File: config.mk
export PLATFORM = sky130hd
export DESIGN_NAME = gbrt_ctrl
export DESIGN_NICKNAME = d
export VERILOG_FILES = /design/src/sv/gbrt_pkg.sv /design/src/sv/gbrt_ctrl.sv
export SDC_FILE = /design/constraint.sdc
export NUM_CORES = 1
export LEC_CHECK = 0
export BUFFER_PORTS_ARGS = -buffer_cell sky130_fd_sc_hd__buf_2
export CELL_PAD_IN_SITES_DETAIL_PLACEMENT = 0
export CELL_PAD_IN_SITES_GLOBAL_PLACEMENT = 1
export CORE_AREA = 2 2 39 41
export DETAILED_ROUTE_END_ITERATION = 8
export DIE_AREA = 0 0 41 43
export PLACE_DENSITY = 0.5
export REMOVE_ABC_BUFFERS = 1
export SLEW_MARGIN = 30
export SYNTH_ARGS = -nofsm -noshare
export SYNTH_HDL_FRONTEND = slang
export SYNTH_SLANG_ARGS = --single-unit
File: constraint.sdc
create_clock -name aclk -period 1.6 [get_ports aclk]
set_input_delay 0.24 -clock aclk [delete_from_list [all_inputs] [get_ports aclk]]
set_output_delay 0.24 -clock aclk [all_outputs]
set_load 0.02 [all_outputs]
File: src/sv/gbrt_pkg.sv
// Shared types and constants for the grouped best-rated tracker.
package gbrt_pkg;

    localparam int ITEM_COUNT  = 256;
    localparam int GROUP_COUNT = 64;
    localparam int RATING_BITS = 16;

    localparam int ID_W     = $clog2(ITEM_COUNT);
    localparam int GROUP_W  = $clog2(GROUP_COUNT);

    // Field widths on the stream ports
    localparam int KIND_FW   = 2;
    localparam int ITEM_FW   = 8;
    localparam int GROUP_FW  = 6;
    localparam int RATING_FW = 16;
    localparam int S_DATA_W  = 32;
    localparam int M_DATA_W  = 8;

    typedef enum logic [KIND_FW-1:0] {
        KIND_LOAD   = 2'd0,
        KIND_CHANGE = 2'd1,
        KIND_QUERY  = 2'd2
    } kind_t;

    typedef enum logic [1:0] {
        ST_IDLE,
        ST_SCAN,
        ST_FLUSH,
        ST_EMIT
    } state_t;

    typedef struct packed {
        logic load;
        logic change;
        logic start;
        logic step;
        logic emit;
    } cmd_t;

    typedef struct packed {
        logic last;
        logic out_busy;
    } sts_t;

endpackage

File: src/sv/gbrt_ctrl.sv
// Controller state machine: decodes transactions and sequences the table scan.
module gbrt_ctrl (
    input  logic                     aclk,
    input  logic                     aresetn,
    input  logic                     in_valid,
    input  logic [1:0]               in_kind,
    output logic                     in_ready,
    input  gbrt_pkg::sts_t           sts,
    output gbrt_pkg::cmd_t           cmd
);
    import gbrt_pkg::*;

    state_t state_reg, state_next;

    always_ff @(posedge aclk) begin
        if (!aresetn) begin
            state_reg <= ST_IDLE;
        end else begin
            state_reg <= state_next;
        end
    end

    always_comb begin
        state_next = state_reg;
        cmd        = '0;
        in_ready   = 1'b0;
        unique case (state_reg)
            ST_IDLE: begin
                in_ready = 1'b1;
                if (in_valid) begin
                    case (kind_t'(in_kind))
                        KIND_LOAD:   cmd.load   = 1'b1;
                        KIND_CHANGE: cmd.change = 1'b1;
                        KIND_QUERY: begin
                            cmd.start  = 1'b1;
                            state_next = ST_SCAN;
                        end
                        default: ;
                    endcase
                end
            end
            ST_SCAN: begin
                cmd.step = 1'b1;
                if (sts.last) begin
                    state_next = ST_FLUSH;
                end
            end
            ST_FLUSH: begin
                state_next = ST_EMIT;
            end
            ST_EMIT: begin
                if (!sts.out_busy) begin
                    cmd.emit   = 1'b1;
                    state_next = ST_IDLE;
                end
            end
            default: state_next = ST_IDLE;
        endcase
    end

endmodule

# Word level (Yosys, flattened, before mapping)
# Cells that the tools add are included.
# totals
romBits	0
latchBits	0
memories	0
elab_cells	27
out_inout_bits	6
reg_bits	2
mem_bits_rw	0
input_bits	7
# op_classes
div_mod_pow	0
shifts	0
add_sub_neg	0
multipliers	0
n_reduce_logical	3
n_bitwise	0
n_mux	14
magnitude_cmp	0
eq_ne	9
# ops
op	n
$mux 2	4
$pmux 2 s4	1
$mux 1	7
$eq 2x2->1 const B	3
$mux 3	2
$ne 2x2->1 const B	3
$eq 2x1->1 const B	2
$logic_not 2->1	2
$reduce_and 4->1	1
$ne 2x1->1 const B	1

# Depth between registers and ports, before layout
# logic_depth
ltp_word	4
ltp_mapped	5

# Worst setup path after synthesis
# Ideal clock, no wire load.
# synth_timing
path_type	flip-flop to output port
start	register state_reg[0]
end	output port cmd[3] in the netlist's numbering
arrival_ns	1.403
stages_incl_launch_ff	5
slack_ns	-0.043
n_path_buf	0
cell_sequence	dfxtp_1 -> inv_1 -> ha_1 -> nand2_1 -> nor3b_1
# synth_lines
item	line_no	text
start: declaration	gbrt_ctrl.sv:13	state_t state_reg, state_next;
start signal: assignment	gbrt_ctrl.sv:19	state_reg <= state_next;
end: declaration	gbrt_ctrl.sv:9	output gbrt_pkg::cmd_t cmd

==> reports/metrics.cfg <==
[status]
status=finished, final reports clean

[sta]
setup_violations=0
fmax_mhz=655
period_share=0.954
rsz0062_at_grt=no
finalMaxSlewViolations=0
finClkSkew_ps=0.929
layout_setup_ws_ps=73.5
hold_viol_final=0
worst_pin_slew_ps=319
slew_headroom=0.787
fin_crit_ps=1530

[grt]
grt_max_degree=5
grt_util_all_layers=0.0631
grt_pass1_wl_um=703
grt-ovfl-total=0
grt_pass1_vias=204
antenna_found_initial=0

[yosys]
syn_area_um2=213
syn_inst=25
ys_ff_latch=2
syn_area_per_cell_um2=8.51
ys_types=14
ys_seq_area_frac=0.188
yosys_warnings=0

[route]
vias=237
via_per_inst=3.89
totalWireLength_um=494
drt_iter0_markers=3
firstDrtPassIters=2
ant_nets=0
drc=0
post_drt_wl_per_cell_um=8.10

[setup_path]
worst_setup_path_start_kind=register
arrival_ps=1290
cp-end-kind=output port
critical_path.slowest_cell=dfxtp_1
required_ps=1360
crit_path_frequent_cell=buf_4
critical_path.max_stage_delay_ps=300
timing.critical_path.buf_inv=3
worstSetupPathType=reg2out
crit_family=buffers and inverters
regToRegSetupSlack_ps=130
crit_path_max_fanout=4
crit_chain=inv_2 -> buf_4 -> ha_4 -> nand2_2 -> nor3b_2 -> buf_4

[die]
row_count=14
die_area_mm2=0.00176
ios=13
core_mm2=0.00138
die_h_um=43
chipWidth_um=41
start_util=0.154

[placement]
placed_area_um2=330
io_buffers=12
place_congestion=0.688
hpwl_um=386
dpl_worst_slack_ps=-27.9
dp.cells=58

[clocking]
clockRootBuffer=clkbuf_4
insertion_delay_ps=220
cts_tree=yes
cts_sinks=2
cts_buffers=3
clk_pin_slew_ps=30
cts_buffer_depth=2
postCtsSetupRepairBufs=0
htree_num_levels=1

[job]
maxCapViolations=0

[layout]
largest_reg_flops=2
final_cells=61
design_area_um2=397
drive_gt1_frac=0.644
synthToLayoutAreaGrowth_pct=86.5
utilization=0.287
n_antenna_cell=0
nets=59

[power_and_ir_drop]
power_mw=0.611
peakVddDrop_mv=0.483
p_leak_nw=0.194
powerDensity_mw_per_mm2=1540

[min_path]
hold_class=in2reg

cell families after synthesis:
family | count (synthesis) | synth area share
adder cells (fa/ha/maj) | 5 | 0.294
multiplexers | 1 | 0.0471
flip-flops | 2 | 0.188
AO/OA/AOI/OAI | 3 | 0.118
AND/OR/NAND/NOR | 11 | 0.300
buffers and inverters | 3 | 0.0529
per-stage QoR:
stage | hold WS, ps | TNS (ps)
4_1_cts | 246 | 0
6_report | 255 | 0
2_1_floorplan | 354 | -69.7
3_5_place_dp | 488 | -27.9
5_1_grt | 266 | 0
3_3_place_gp | 489 | -5.87
worst min-delay path, stage by stage:
cell and delay (ps):
buf_2 110, inv_1 50, a211oi_1 30
metal layers:
layer  vias to the layer above  global-route usage  share of wire
met1                       100              0.0732           0.43
met2                        11              0.0781           0.45
met4                         0              0.0800              0
met3                         0              0.0157           0.12
li1                        126                   -              -
met5                         -                   0              0
cell type report:
type / instances / area [um^2]
clock buffer: 3 / 22.5
fill: 150 / 987
inverter: 3 / 11.3
multi-input combinational: 20 / 198
sequential: 2 / 40.0
tap: 16 / 20.0
timing repair buffer: 17 / 105
worst paths after layout:
check / cells after the start / to / start
setup reg to reg: 5 / state_reg[0] / state_reg[1]
hold / removal: 3 / state_reg[0] / aresetn
setup / recovery: 6 / cmd[3] / state_reg[0]
hold reg to reg: 2 / state_reg[1] / state_reg[1]
cells in the mapped netlist:
cell type | number | area share
a211o_1 | 1 | 0.041
nor3_1 | 1 | 0.024
a2111oi_0 | 1 | 0.041
nand2_1 | 3 | 0.053
a211oi_1 | 1 | 0.035
dfxtp_1 | 2 | 0.19
nor2b_1 | 2 | 0.059
nand3b_1 | 1 | 0.035
nor3b_1 | 2 | 0.071
and2_1 | 1 | 0.029
ha_1 | 5 | 0.29
or2_2 | 1 | 0.029
inv_1 | 3 | 0.053
mux2i_1 | 1 | 0.047
where the power goes:
group          internal, mW  switching, mW
clock                0.0827         0.0286
combinational         0.212          0.200
sequential           0.0705         0.0158
total                 0.366          0.245
layout by cell type, fill, tap and decap left out:
master,instances
a2111oi_2,1
a211o_1,1
a211oi_1,1
and2_1,1
buf_2,9
buf_4,8
clkbuf_4,3
dfxtp_1,2
ha_1,4
ha_4,1
inv_1,1
inv_2,2
mux2i_1,1
nand2_1,2
nand2_2,1
nand3b_1,1
nor2b_1,2
nor3_2,1
nor3b_2,2
or2_2,1
timing repair:
action                     4_1_cts  5_1_grt
hold buffers                     0        0
gates resized for setup          4        9
setup endpoints to repair        4        4
Power figures use the tool's default switching activity.
